### src/rtl/core/glr16_pkg.sv
// Shared types, constants and helper functions for the ranged LFSR generator.
package glr16_pkg;

   localparam int DataWidth = 16;
   localparam int SpanWidth = DataWidth + 1;
   localparam int DivSteps  = DataWidth;
   localparam int CntWidth  = $clog2(DivSteps);

   localparam logic [DataWidth-1:0] DEFAULT_SEED = 16'hACE1;
   localparam logic [DataWidth-1:0] LFSR_TAPS    = 16'hB400;

   typedef logic [DataWidth-1:0] data_type;
   typedef logic [SpanWidth-1:0] span_type;

   // Commands from the controller to the datapath
   typedef struct packed {
      logic start;   // latch bounds, advance the generator, clear the remainder
      logic step;    // one restoring-divide iteration
      logic finish;  // load the result registers
   } cmd_type;

   // Seed register value to generator state; zero selects the default seed
   function automatic data_type seed_to_state(input data_type seed);
      seed_to_state = (seed != '0) ? seed : DEFAULT_SEED;
   endfunction

   // One Galois shift: shift right, fold the taps in when the low bit was set
   function automatic data_type lfsr_advance(input data_type s);
      data_type nxt;
      nxt = s >> 1;
      if (s[0]) begin
         nxt = nxt ^ LFSR_TAPS;
      end
      lfsr_advance = nxt;
   endfunction

endpackage

### src/rtl/core/glr16_ctrl.sv
// Controller: sequences accept, the divide iterations and the result transfer.
module glr16_ctrl (
   input  logic              clock,
   input  logic              reset,
   input  logic              req_valid,
   output logic              req_ready,
   output logic              rsp_valid,
   input  logic              rsp_ready,
   output glr16_pkg::cmd_type cmd
);
   import glr16_pkg::*;

   localparam logic [1:0] ST_IDLE = 2'd0;
   localparam logic [1:0] ST_DIV  = 2'd1;
   localparam logic [1:0] ST_DONE = 2'd2;

   localparam logic [CntWidth-1:0] LastStep = CntWidth'(DivSteps - 1);

   logic [1:0]          state_ff, state_in;
   logic [CntWidth-1:0] cnt_ff, cnt_in;
   logic                out_valid_ff, out_valid_in;
   logic                slot_free;

   // Output slot is free when empty or being drained this cycle
   assign slot_free = !out_valid_ff || rsp_ready;

   assign req_ready = (state_ff == ST_IDLE);
   assign rsp_valid = out_valid_ff;

   // Next-state and command logic
   always_comb begin
      state_in   = state_ff;
      cnt_in     = cnt_ff;
      cmd.start  = 1'b0;
      cmd.step   = 1'b0;
      cmd.finish = 1'b0;
      case (state_ff)
         ST_IDLE: begin
            if (req_valid) begin
               cmd.start = 1'b1;
               cnt_in    = '0;
               state_in  = ST_DIV;
            end
         end
         ST_DIV: begin
            cmd.step = 1'b1;
            cnt_in   = cnt_ff + 1'b1;
            if (cnt_ff == LastStep) begin
               state_in = ST_DONE;
            end
         end
         ST_DONE: begin
            if (slot_free) begin
               cmd.finish = 1'b1;
               state_in   = ST_IDLE;
            end
         end
         default: begin
            state_in = ST_IDLE;
         end
      endcase
   end

   // Result valid: set on finish, cleared on transfer
   always_comb begin
      out_valid_in = out_valid_ff;
      if (rsp_ready) begin
         out_valid_in = 1'b0;
      end
      if (cmd.finish) begin
         out_valid_in = 1'b1;
      end
   end

   always_ff @(posedge clock) begin
      if (reset) begin
         state_ff     <= ST_IDLE;
         cnt_ff       <= '0;
         out_valid_ff <= 1'b0;
      end else begin
         state_ff     <= state_in;
         cnt_ff       <= cnt_in;
         out_valid_ff <= out_valid_in;
      end
   end

endmodule

### src/rtl/core/glr16_dpath.sv
// Datapath: generator state, span, restoring remainder unit and result registers.
module glr16_dpath (
   input  logic                clock,
   input  logic                reset,
   input  glr16_pkg::cmd_type  cmd,
   input  logic                csr_we,
   input  glr16_pkg::data_type csr_wdata,
   input  glr16_pkg::data_type req_lower_bound,
   input  glr16_pkg::data_type req_upper_bound,
   output glr16_pkg::data_type rsp_ranged_value,
   output glr16_pkg::data_type rsp_raw_state,
   output logic                rsp_span_error
);
   import glr16_pkg::*;

   data_type gen_ff, gen_in;
   data_type lower_ff;
   span_type span_ff;
   span_type rem_ff;
   data_type dvd_ff;
   data_type ranged_ff;
   data_type raw_ff;
   logic     err_ff;

   logic [SpanWidth:0] trial;
   logic [SpanWidth:0] diff;
   logic               span_zero;
   data_type           reduced;

   // Generator state: seed load or one step per accepted request
   always_comb begin
      gen_in = gen_ff;
      if (csr_we) begin
         gen_in = seed_to_state(csr_wdata);
      end else if (cmd.start) begin
         gen_in = lfsr_advance(gen_ff);
      end
   end

   always_ff @(posedge clock) begin
      if (reset) begin
         gen_ff <= DEFAULT_SEED;
      end else begin
         gen_ff <= gen_in;
      end
   end

   // Restoring divide step: shift in one dividend bit, subtract when it fits
   assign trial     = {rem_ff, dvd_ff[DataWidth-1]};
   assign diff      = trial - {1'b0, span_ff};
   assign span_zero = (span_ff == '0);
   assign reduced   = span_zero ? gen_ff : rem_ff[DataWidth-1:0];

   always_ff @(posedge clock) begin
      if (cmd.start) begin
         lower_ff <= req_lower_bound;
         span_ff  <= {1'b0, req_upper_bound} - {1'b0, req_lower_bound} + SpanWidth'(1);
         rem_ff   <= '0;
         dvd_ff   <= lfsr_advance(gen_ff);
      end else if (cmd.step) begin
         if (trial >= {1'b0, span_ff}) begin
            rem_ff <= diff[SpanWidth-1:0];
         end else begin
            rem_ff <= trial[SpanWidth-1:0];
         end
         dvd_ff <= dvd_ff << 1;
      end
   end

   // Result registers
   always_ff @(posedge clock) begin
      if (cmd.finish) begin
         ranged_ff <= reduced + lower_ff;
         raw_ff    <= gen_ff;
         err_ff    <= span_zero;
      end
   end

   assign rsp_ranged_value = ranged_ff;
   assign rsp_raw_state    = raw_ff;
   assign rsp_span_error   = err_ff;

endmodule

### src/rtl/core/galois_lfsr16_ranged_random_core.sv
// Top level: 16-bit Galois LFSR (taps 0xB400) with ranged output via a remainder unit.
//
//   channel   ports                                       direction
//   request   req_valid/req_ready, lower/upper bound      in
//   response  rsp_valid/rsp_ready, ranged, raw, error     out
//   seed      csr_we, csr_wdata                           in, write only
//
// Each request passes from transfer to result as follows: the generator is stepped
// and the span formed, sixteen iterations of the restoring remainder unit run, and
// the result register is loaded. A new request is taken once the previous one has
// reached the result register; a stalled response holds only the finish step.
// Synchronous reset loads the generator with 0xACE1; a seed write reloads it at once.
module galois_lfsr16_ranged_random_core (
   input  logic                clock,
   input  logic                reset,
   input  logic                req_valid,
   output logic                req_ready,
   input  glr16_pkg::data_type req_lower_bound,
   input  glr16_pkg::data_type req_upper_bound,
   output logic                rsp_valid,
   input  logic                rsp_ready,
   output glr16_pkg::data_type rsp_ranged_value,
   output glr16_pkg::data_type rsp_raw_state,
   output logic                rsp_span_error,
   input  logic                csr_we,
   input  glr16_pkg::data_type csr_wdata
);
   import glr16_pkg::*;

   cmd_type cmd;

   // Sequencer
   glr16_ctrl u_ctrl (
      .clock     (clock),
      .reset     (reset),
      .req_valid (req_valid),
      .req_ready (req_ready),
      .rsp_valid (rsp_valid),
      .rsp_ready (rsp_ready),
      .cmd       (cmd)
   );

   // Generator and remainder datapath
   glr16_dpath u_dpath (
      .clock            (clock),
      .reset            (reset),
      .cmd              (cmd),
      .csr_we           (csr_we),
      .csr_wdata        (csr_wdata),
      .req_lower_bound  (req_lower_bound),
      .req_upper_bound  (req_upper_bound),
      .rsp_ranged_value (rsp_ranged_value),
      .rsp_raw_state    (rsp_raw_state),
      .rsp_span_error   (rsp_span_error)
   );

endmodule
### config.mk
export PLATFORM = sky130hd
export DESIGN_NAME = galois_lfsr16_ranged_random_core
export DESIGN_NICKNAME = d
export VERILOG_FILES = /design/src/rtl/core/glr16_pkg.sv /design/src/rtl/core/glr16_ctrl.sv /design/src/rtl/core/glr16_dpath.sv /design/src/rtl/core/galois_lfsr16_ranged_random_core.sv
export SDC_FILE = /design/constraint.sdc
export NUM_CORES = 1
export LEC_CHECK = 0
export ABC_AREA = 1
export BUFFER_PORTS_ARGS = -buffer_cell sky130_fd_sc_hd__buf_2
export CORE_UTILIZATION = 54
export DETAILED_ROUTE_END_ITERATION = 12
export PLACE_DENSITY_LB_ADDON = 0.25
export SLEW_MARGIN = 20
export SYNTH_ARGS = -nofsm -noshare
export SYNTH_HDL_FRONTEND = slang
export SYNTH_HIERARCHICAL = 1
export SYNTH_SLANG_ARGS = --single-unit
### constraint.sdc
create_clock -name clock -period 2.95 [get_ports clock]
set_input_delay 0.4425 -clock clock [delete_from_list [all_inputs] [get_ports clock]]
set_output_delay 0.4425 -clock clock [all_outputs]
set_load 0.02 [all_outputs]
==> flow_metrics.py, run 1 <==
metrics = {
    "run_status": {
        "status": "complete, no violations",
    },
    "synthesis": {
        "synth_warnings": 6,
        "syn-cell-area_um2": 7770,
        "syn_inst": 953,
        "netlist.area_leader.share_pct": 31.7,
        "yosys.area.top_type": "edfxtp_1",
        "yosysSeqAreaShare_pct": 42.0,
        "ys_ff_latch": 122,
        "synth_cell_types": 45,
        "synth_edf_count": 82,
        "async_reset_ff_share_pct": 0,
        "synthesis.nets": 1073,
        "syn_avg_cell_area_um2": 8.16,
        "ys.flop_type": "edfxtp_1",
        "yosys-top-cells-area": "edfxtp_1, nand2_1, dfxtp_1, ha_1, inv_1",
    },
    "timing": {
        "final_hold_viol_count": 0,
        "min_period_ns": 2.74,
        "fin_crit_sh_pct": 92.7,
        "max_freq_mhz": 366,
        "setup_viol": 0,
        "finClkSkew_ns": 0.00679,
        "worstMarginPinSlew_ns": 0.788,
        "max_slew_margin_pct": 47.2,
        "finalMaxSlewViolations": 0,
    },
    "floorplan": {
        "die_h_um": 122,
        "die-width_um": 122,
        "num_io_pins": 88,
        "rows": 43,
        "core_area_um2": 14000,
        "die_area_um2": 14900,
        "start_util_pct": 55.6,
    },
    "clock_network": {
        "cts-htree-levels": 4,
        "cts_inserted_buffers": 17,
        "cts_hold_buf": 0,
        "clock_sinks": 122,
        "cts_buffer_depth": 2,
        "cts_tree": "built",
        "clockRootBuffer": "clkbuf_16",
        "clkSlewWorstSetupHoldPaths_ns": 0.06,
        "insertion_delay_ns": 0.42,
    },
    "final_layout": {
        "instances_no_fill": 1244,
        "antenna_cells": 0,
        "final_common_cell": "nand2_1",
        "area_growth_pct": 16.2,
        "fin_nets": 1171,
        "finalInstanceArea_um2": 9030,
        "final_cell_mix": "nand2_1, inv_1, buf_2",
        "fin_util_pct": 64.6,
        "fillerInstances": 1190,
        "drive_gt1_share_pct": 17.3,
    },
    "hold_path": {
        "hold_class": "primary input to register",
    },
    "setup_path": {
        "worst_r2r_path_depth": 15,
        "cp.arrival_ns": 2.91,
        "cp.required_ns": 3.13,
        "crit_path_end_kind": "register",
        "slowest_stage": "edfxtp_1",
        "reg2reg_slack_ns": 0.21,
        "rr_endpoint": "u_dpath/rsp_ranged_value[15]",
        "r2r-start": "u_dpath/span_ff[8]",
        "cpPeakStageDelay_ns": 0.39,
        "worst-path-stages": 15,
        "crit_type": "register to register",
        "path_delay_family": "compound AO/OA/AOI/OAI gates",
        "startpoint": "u_dpath/span_ff[8]",
        "crit_path_max_fanout": 17,
        "path_buf_inv": 3,
        "cp-endpoint": "u_dpath/rsp_ranged_value[15]",
        "cp-start-kind": "register",
        "worstPathCellList": "nor2_1 -> nand4_1 -> nor2_2 -> nand2_2 -> inv_2 -> buf_6 -> o21ai_0 -> ha_1 -> a21oi_2 -> o21ai_0 -> a21o_1 -> a21oi_1 -> inv_1 -> nand2_1 -> nand2_1",
    },
    "route": {
        "drc": 0,
        "dr.pass1.iters": 5,
        "wl_per_cell_um": 15.1,
        "drt-initial-drc-count": 669,
        "num_vias": 6663,
        "drtAntennaViolNets": 0,
        "viasPerCell": 5.36,
        "drt-total-wl_um": 18800,
    },
    "placed_design": {
        "port_buffers": 87,
        "dpl.hpwl_um": 14700,
        "gp_congestion": 0.970,
        "dpl-instance-area_um2": 8400,
        "dpl.cell_count": 1210,
    },
    "power": {
        "power_density_nw_per_um2": 600,
        "power_leakage_nw": 4.42,
        "ir_worst_vdd_mv": 0.377,
    },
    "global_routing": {
        "grt_first_pass_wirelength_um": 29900,
        "grt_max_degree": 46,
        "grt_pass1_vias": 6013,
        "grt_usage_pct": 26.6,
        "grt-ovfl-total": 0,
        "antenna_found_initial": 0,
    },
    "run": {
        "maxCapViolCount": 0,
    },
}
==> repair_timing <==
action / 4_1_cts / 5_1_grt
endpoints found under the setup margin: 0 / 10
buffers inserted: 0 / 2
resized for setup: 0 / 10
==> worst min-delay path by stage <==
stage / startpoint / to / slack (ns) / cells past startpoint
6_report: req_lower_bound[3] / u_dpath/lower_ff[3] / 0.22 / 1
3_3_place_gp: u_dpath/gen_ff[10] / u_dpath/rsp_raw_state[10] / 0.44 / 0
2_1_floorplan: u_dpath/gen_ff[0] / u_dpath/rsp_raw_state[0] / 0.41 / 0
5_1_grt: req_lower_bound[3] / u_dpath/lower_ff[3] / 0.21 / 1
4_1_cts: req_lower_bound[3] / u_dpath/lower_ff[3] / 0.21 / 1
3_5_place_dp: u_dpath/gen_ff[10] / u_dpath/rsp_raw_state[10] / 0.44 / 0
==> cell usage after synthesis (7+ instances only) <==
cell,instances
nand2_1,262
inv_1,135
edfxtp_1,82
ha_1,64
a21oi_1,55
nand3_1,55
nor2_1,48
o21ai_0,48
dfxtp_1,40
xor2_1,18
nand3_2,15
clkbuf_1,13
nand2_2,12
o211ai_1,11
xnor2_1,11
nor3_1,10
nand4_1,9
nand3b_1,8
nor2_2,7
==> where the power goes <==
group          internal [mW]  leakage, nW  switching (mW)
combinational          0.446         3.03           0.815
clock                   1.26        0.286           0.817
sequential              2.00         1.10          0.0846
==> routing by layer <==
layer | part of all wire (%) | wire length (µm) | track usage (%)
met1 | 45 | 8470 | 37.5
met2 | 45 | 8430 | 40.9
met3 | 7.8 | 1470 | 4.59
met4 | 2.2 | 422 | 9.80
met5 | 0 | 0 | 0
==> per-stage QoR <==
step | setup TNS, ns | setup slack (ns) | power, mW | hold WS (ns)
3_5_place_dp | 0 | 0.0690 | 3.34 | 0.442
3_3_place_gp | 0 | 0.188 | 3.32 | 0.441
2_1_floorplan | 0 | 0.117 | 3.02 | 0.406
4_1_cts | 0 | 0.0478 | 5.41 | 0.206
6_report | 0 | 0.214 | 5.42 | 0.215
5_1_grt | -0.0227 | -0.0157 | 5.67 | 0.208
==> cell type report <==
class                      count  area (µm²)  share of cell area, %
timing repair buffer          98         522                   5.78
inverter                     142         533                   5.90
clock buffer                  17         425                   4.71
sequential                   122        3260                   36.1
clock inverter                15         164                   1.81
multi-input combinational    670        3900                   43.2
tap                          180         225                   2.49
==> sequential cells by signal, summed over array words and instances (netlist names) <==
register	count
u_dpath/rsp_raw_state	16
u_dpath/span_ff	17
u_dpath/rsp_ranged_value	16
u_dpath/rem_ff	17
u_dpath/lower_ff	16
u_dpath/dvd_ff	16
u_ctrl/state_ff	2
u_ctrl/cnt_ff	4
u_dpath/rsp_span_error	1
u_dpath/gen_ff	16
u_ctrl/rsp_valid	1
==> cells by family (layout without fill, tap and decap cells) <==
logic type / count (synthesis) / in the layout / synth area share [%]
AND/OR/NAND/NOR: 434 / 434 / 25.3
buffers and inverters: 161 / 272 / 8.26
AO/OA/AOI/OAI: 140 / 140 / 10.2
flip-flops: 122 / 122 / 42.0
adder cells (fa/ha/maj): 67 / 67 / 11.1
XOR/XNOR: 29 / 29 / 3.27
(Power assumes the default switching activity.)
==> inputs of run 2 (changes only) <==
--- a/config.mk
+++ b/config.mk
@@ -10,6 +10,7 @@
 export CORE_UTILIZATION = 54
 export DETAILED_ROUTE_END_ITERATION = 12
 export PLACE_DENSITY_LB_ADDON = 0.25
+export REMOVE_ABC_BUFFERS = 1
 export SLEW_MARGIN = 20
 export SYNTH_ARGS = -nofsm -noshare
 export SYNTH_HDL_FRONTEND = slang
==> flow_metrics.py, run 2 (synthesis results as in run 1) <==
metrics = {
    "floorplan": {
        "rows": 43,
        "die-width_um": 122,
        "core_area_um2": 14000,
        "die_area_um2": 14900,
        "start_util_pct": 55.6,
        "die_h_um": 122,
        "num_io_pins": 88,
    },
    "timing": {
        "max_slew_margin_pct": 34.8,
        "final_hold_viol_count": 0,
        "setup_viol": 0,
        "worstMarginPinSlew_ns": 0.977,
        "finClkSkew_ns": 0.00868,
        "fin_crit_sh_pct": 93.9,
        "holdWs_ns": 0.213,
        "finalMaxSlewViolations": 0,
        "max_freq_mhz": 361,
        "min_period_ns": 2.77,
        "fin_ws_ns": 0.181,
    },
    "route": {
        "num_vias": 6814,
        "drt-total-wl_um": 19600,
        "drtAntennaViolNets": 0,
        "wl_per_cell_um": 15.7,
        "drc": 0,
        "viasPerCell": 5.46,
        "dr.pass1.iters": 5,
        "drt-initial-drc-count": 558,
    },
    "power": {
        "clkPwrFrac_pct": 38.3,
        "p_switching_mw": 1.67,
        "seqPwrFrac_pct": 38.1,
        "p_int_mw": 3.81,
        "power_density_nw_per_um2": 601,
        "combPwrFrac_pct": 23.7,
        "ir_worst_vdd_mv": 0.395,
        "switching_share_pct": 30.5,
        "power_leakage_nw": 4.46,
    },
    "global_routing": {
        "grt_first_pass_wirelength_um": 31600,
        "grt_usage_pct": 28.2,
        "grt_pass1_vias": 6165,
        "grt_max_degree": 47,
        "grt-ovfl-total": 0,
        "antenna_found_initial": 0,
    },
    "final_layout": {
        "area.sequential_um2": 3260,
        "final_common_cell": "nand2_1",
        "fillerInstances": 1172,
        "multi_input_area_um2": 3920,
        "drive_gt1_share_pct": 18.1,
        "area_growth_pct": 17.3,
        "antenna_cells": 0,
        "final_cell_mix": "nand2_1, inv_1, buf_2",
        "fin_nets": 1177,
        "finalInstanceArea_um2": 9120,
        "fin_util_pct": 65.2,
        "top_regs": "u_dpath/rem_ff (17), u_dpath/span_ff (17)",
    },
    "placed_design": {
        "dpl.hpwl_um": 14900,
        "gp_congestion": 0.984,
        "dp_slack_ns": 0.0248,
        "port_buffers": 87,
        "dpl-instance-area_um2": 8460,
    },
    "hold_path": {
        "hold_class": "primary input to register",
        "worstHoldStart": "req_lower_bound[5]",
        "holdPathStages": 1,
        "worstHoldEndpoint": "u_dpath/lower_ff[5]",
    },
    "clock_network": {
        "clockRootBuffer": "clkbuf_16",
        "cts-htree-levels": 4,
        "clock_sinks": 122,
        "cts_hold_buf": 0,
        "cts_tree": "built",
        "insertion_delay_ns": 0.42,
        "clkSlewWorstSetupHoldPaths_ns": 0.05,
        "cts_inserted_buffers": 17,
        "cts_buffer_depth": 2,
    },
    "setup_path": {
        "reg2reg_slack_ns": 0.18,
        "path_buf_inv": 2,
        "crit_path_end_kind": "register",
        "critPathMostFrequentCell": "nand2_1",
        "cp.required_ns": 3.09,
        "crit_type": "register to register",
        "cp-start-kind": "register",
        "worstPathCellList": "nor2_1 -> nand4_1 -> nor2_2 -> nand2_1 -> inv_2 -> o21ai_0 -> ha_1 -> fa_1 -> nand2_1 -> nand2_1 -> o21ai_2 -> buf_4 -> o211ai_1 -> xor2_1",
        "crit_path_max_fanout": 6,
        "rr_endpoint": "u_dpath/rsp_ranged_value[12]",
        "path_delay_family": "simple AND/OR/NAND/NOR gates",
        "slowest_stage": "edfxtp_1",
        "worst_r2r_path_depth": 14,
        "r2r-start": "u_dpath/span_ff[9]",
        "cpPeakStageDelay_ns": 0.41,
        "cp.arrival_ns": 2.91,
    },
    "run_status": {
        "status": "complete, no violations",
    },
    "run": {
        "maxCapViolCount": 0,
    },
}
[run 2: changes by cell type in the layout (fill, tap and decap cells not counted), moves of 3 or more]
cell | before | now
buf_4 | 10 | 16
inv_6 | 5 | 0
a21oi_1 | 51 | 48
a21oi_2 | 5 | 8
clkbuf_16 | 17 | 20
clkinv_4 | 1 | 4
[run 2: timing repair]
action,4_1_cts,5_1_grt
resized for setup,0,14
buffers inserted,0,1
setup endpoints to repair,0,10
[run 2: worst max-delay path by stage]
stage          slack (ns)                from                           end  depth (start not counted)
2_1_floorplan       -0.02  u_ctrl/state_ff[1]            u_dpath/gen_ff[12]                          7
3_3_place_gp         0.15  req_lower_bound[1]           u_dpath/span_ff[13]                         12
3_5_place_dp         0.02  u_dpath/span_ff[8]  u_dpath/rsp_ranged_value[10]                         17
4_1_cts             0.004  u_dpath/span_ff[8]  u_dpath/rsp_ranged_value[10]                         17
5_1_grt           -0.0003  u_dpath/span_ff[8]  u_dpath/rsp_ranged_value[10]                         17
6_report             0.18  u_dpath/span_ff[9]  u_dpath/rsp_ranged_value[12]                         14
[run 2: power by group through the flow]
stage | clock network (mW) | logic (mW) | registers [mW]
after global routing | 2.20 | 1.45 | 2.10
final | 2.10 | 1.30 | 2.09
after detailed placement | 0 | 1.25 | 2.12
after CTS | 2.12 | 1.27 | 2.08
after floorplan | 0 | 0.908 | 2.08
after global placement | 0 | 1.23 | 2.11
[run 2: per-layer routing]
| layer | track usage [%] | part of all wire [%] | vias to the layer above |
|---|---|---|---|
| li1 | - | - | 3364 |
| met1 | 39.0 | 44 | 3131 |
| met2 | 42.9 | 45 | 286 |
| met3 | 6.13 | 7.8 | 33 |
| met4 | 10.7 | 2.4 | 0 |
| met5 | 0 | 0 | - |
[run 2: per-stage QoR]
stage                     total power [mW]  instances   TNS (ns)
final                                 5.48       1249          0
after global routing                  5.74       1249  -0.000270
after CTS                             5.47       1248          0
after detailed placement              3.36       1217          0
after global placement                3.35       1217          0
after floorplan                       2.99        934    -0.0271
[run 2: cell type report]
cell class	count	area share, %
Clock buffer	24	5.87
Clock inverter	7	0.851
Inverter	142	5.85
Multi-Input combinational cell	670	42.9
Sequential cell	122	35.8
Tap cell	180	2.47
Timing Repair Buffer	104	6.22
==> inputs of run 3 (changes only) <==
--- a/config.mk
+++ b/config.mk
@@ -8,8 +8,9 @@
 export ABC_AREA = 1
 export BUFFER_PORTS_ARGS = -buffer_cell sky130_fd_sc_hd__buf_2
 export CORE_UTILIZATION = 54
+export CTS_CLUSTER_SIZE = 30
 export DETAILED_ROUTE_END_ITERATION = 12
-export PLACE_DENSITY_LB_ADDON = 0.25
+export PLACE_DENSITY = 0.89
 export REMOVE_ABC_BUFFERS = 1
 export SLEW_MARGIN = 20
 export SYNTH_ARGS = -nofsm -noshare
==> flow_metrics.py, run 3 (synthesis results as in run 1) <==
metrics = {
    "setup_path": {
        "path_buf_inv": 3,
        "worstPathCellList": "nor2_1 -> nand4_1 -> nor2_1 -> nand2_1 -> inv_2 -> buf_6 -> o21ai_0 -> ha_1 -> a21o_1 -> nand3_1 -> nand2_1 -> nor2_1 -> nand2_1 -> a21oi_2 -> inv_1 -> nand2_1 -> nand2_1",
        "crit_type": "register to register",
        "crit_path_end_kind": "register",
        "cpPeakStageDelay_ns": 0.41,
        "cp-start-kind": "register",
        "slowest_stage": "edfxtp_1",
        "path_delay_family": "simple AND/OR/NAND/NOR gates",
        "reg2reg_slack_ns": 0.10,
        "critPathMostFrequentCell": "nand2_1",
        "cp.arrival_ns": 3.02,
        "cp.required_ns": 3.12,
        "crit_path_max_fanout": 18,
    },
    "clock_network": {
        "clock_sinks": 122,
        "clkSlewWorstSetupHoldPaths_ns": 0.05,
        "clockRootBuffer": "clkbuf_16",
        "cts_hold_buf": 0,
        "cts-htree-levels": 4,
        "cts_tree": "built",
        "cts_inserted_buffers": 17,
        "insertion_delay_ns": 0.42,
        "cts_buffer_depth": 2,
    },
    "run_status": {
        "status": "complete, no violations",
    },
    "timing": {
        "finalSetupTns_ns": 0,
        "setup_viol": 0,
        "finClkSkew_ns": 0.00903,
        "final_hold_viol_count": 0,
        "max_slew_margin_pct": 28.9,
        "worstMarginPinSlew_ns": 1.06,
        "max_freq_mhz": 351,
        "finalMaxSlewViolations": 0,
        "min_period_ns": 2.85,
        "fin_crit_sh_pct": 96.6,
    },
    "route": {
        "drc": 0,
        "drt-initial-drc-count": 715,
        "drt-total-wl_um": 20900,
        "wl_per_cell_um": 16.8,
        "drtAntennaViolNets": 0,
        "num_vias": 7006,
        "viasPerCell": 5.64,
        "dr.pass1.iters": 6,
    },
    "final_layout": {
        "instances_no_fill": 1243,
        "antenna_cells": 0,
        "fin_util_pct": 64.5,
        "final_common_cell": "nand2_1",
        "drive_gt1_share_pct": 17.2,
        "fillerInstances": 1130,
        "top_regs": "u_dpath/rem_ff (17), u_dpath/span_ff (17)",
        "fin_nets": 1170,
        "final_cell_mix": "nand2_1, inv_1, buf_2",
        "area_growth_pct": 16.0,
        "finalInstanceArea_um2": 9020,
    },
    "power": {
        "finalPower_mw": 5.43,
        "power_density_nw_per_um2": 602,
        "combPwrFrac_pct": 24.1,
        "ir_worst_vdd_mv": 0.442,
        "p_int_mw": 3.69,
        "p_switching_mw": 1.74,
        "power_leakage_nw": 4.39,
        "clkPwrFrac_pct": 37.5,
        "switching_share_pct": 32.1,
        "seqPwrFrac_pct": 38.4,
    },
    "placed_design": {
        "port_buffers": 87,
        "gp_congestion": 1.00,
        "dpl.hpwl_um": 15300,
        "dpl.cell_count": 1208,
        "dpl-instance-area_um2": 8390,
    },
    "global_routing": {
        "gr-usage-met1_pct": 37.9,
        "grt_usage_pct": 29.5,
        "grt-ovfl-total": 0,
        "grt_pass1_vias": 6543,
        "busiest_layer": "met2",
        "grt_first_pass_wirelength_um": 32900,
        "grtUsageMet2_pct": 46.9,
        "grtUsageMet3_pct": 6.60,
        "antenna_found_initial": 1,
        "grt_max_degree": 46,
    },
    "run": {
        "maxCapViolCount": 0,
    },
    "floorplan": {
        "die_area_um2": 14900,
        "num_io_pins": 88,
        "start_util_pct": 55.6,
        "rows": 43,
        "die_h_um": 122,
        "die-width_um": 122,
        "core_area_um2": 14000,
    },
    "hold_path": {
        "hold_class": "primary input to register",
    },
}
run 3: layer usage:
layer	routed length, µm	part of all wire, %	vias up
met5	13	0.062	-
met4	890	4.3	2
met3	1990	9.5	71
met2	9690	46	393
met1	8330	40	3183
li1	-	-	3357
run 3: cell type report:
class	instances	area [µm²]	share of cell area (%)
clock buffer	19	433	4.80
inverter	142	533	5.91
clock inverter	13	144	1.60
timing repair buffer	97	514	5.70
multi-input combinational	670	3910	43.3
tap	180	225	2.50
sequential	122	3260	36.2
run 3: worst paths after layout:
check,to,cells after the start,startpoint
worst min register to register,u_ctrl/cnt_ff[3],2,u_ctrl/cnt_ff[3]
worst min-delay path,u_dpath/lower_ff[12],1,req_lower_bound[12]
worst max register to register,u_dpath/rsp_ranged_value[15],17,u_dpath/span_ff[13]
worst max-delay path,u_dpath/rsp_ranged_value[15],17,u_dpath/span_ff[13]
run 3: metrics by stage:
step	worst slack, ns	hold slack, ns
final	0.100	0.214
after global routing	-0.0106	0.206
after CTS	0.0419	0.198
after detailed placement	0.0248	0.462
after global placement	0.178	0.443
after floorplan	-0.0235	0.430
run 3: power by group through the flow:
stage | Clock (mW) | Combinational [mW] | Sequential [mW]
global placement | 0 | 1.21 | 2.11
global route | 2.12 | 1.44 | 2.10
detailed placement | 0 | 1.24 | 2.12
finish | 2.04 | 1.31 | 2.09
floorplan | 0 | 0.908 | 2.08
CTS | 2.05 | 1.26 | 2.08
run 3: repair_timing:
item	4_1_cts	5_1_grt
buffers inserted	0	3
gates cloned	0	0
pin swaps	0	3
endpoints found under the setup margin	2	9
resized for setup	2	11
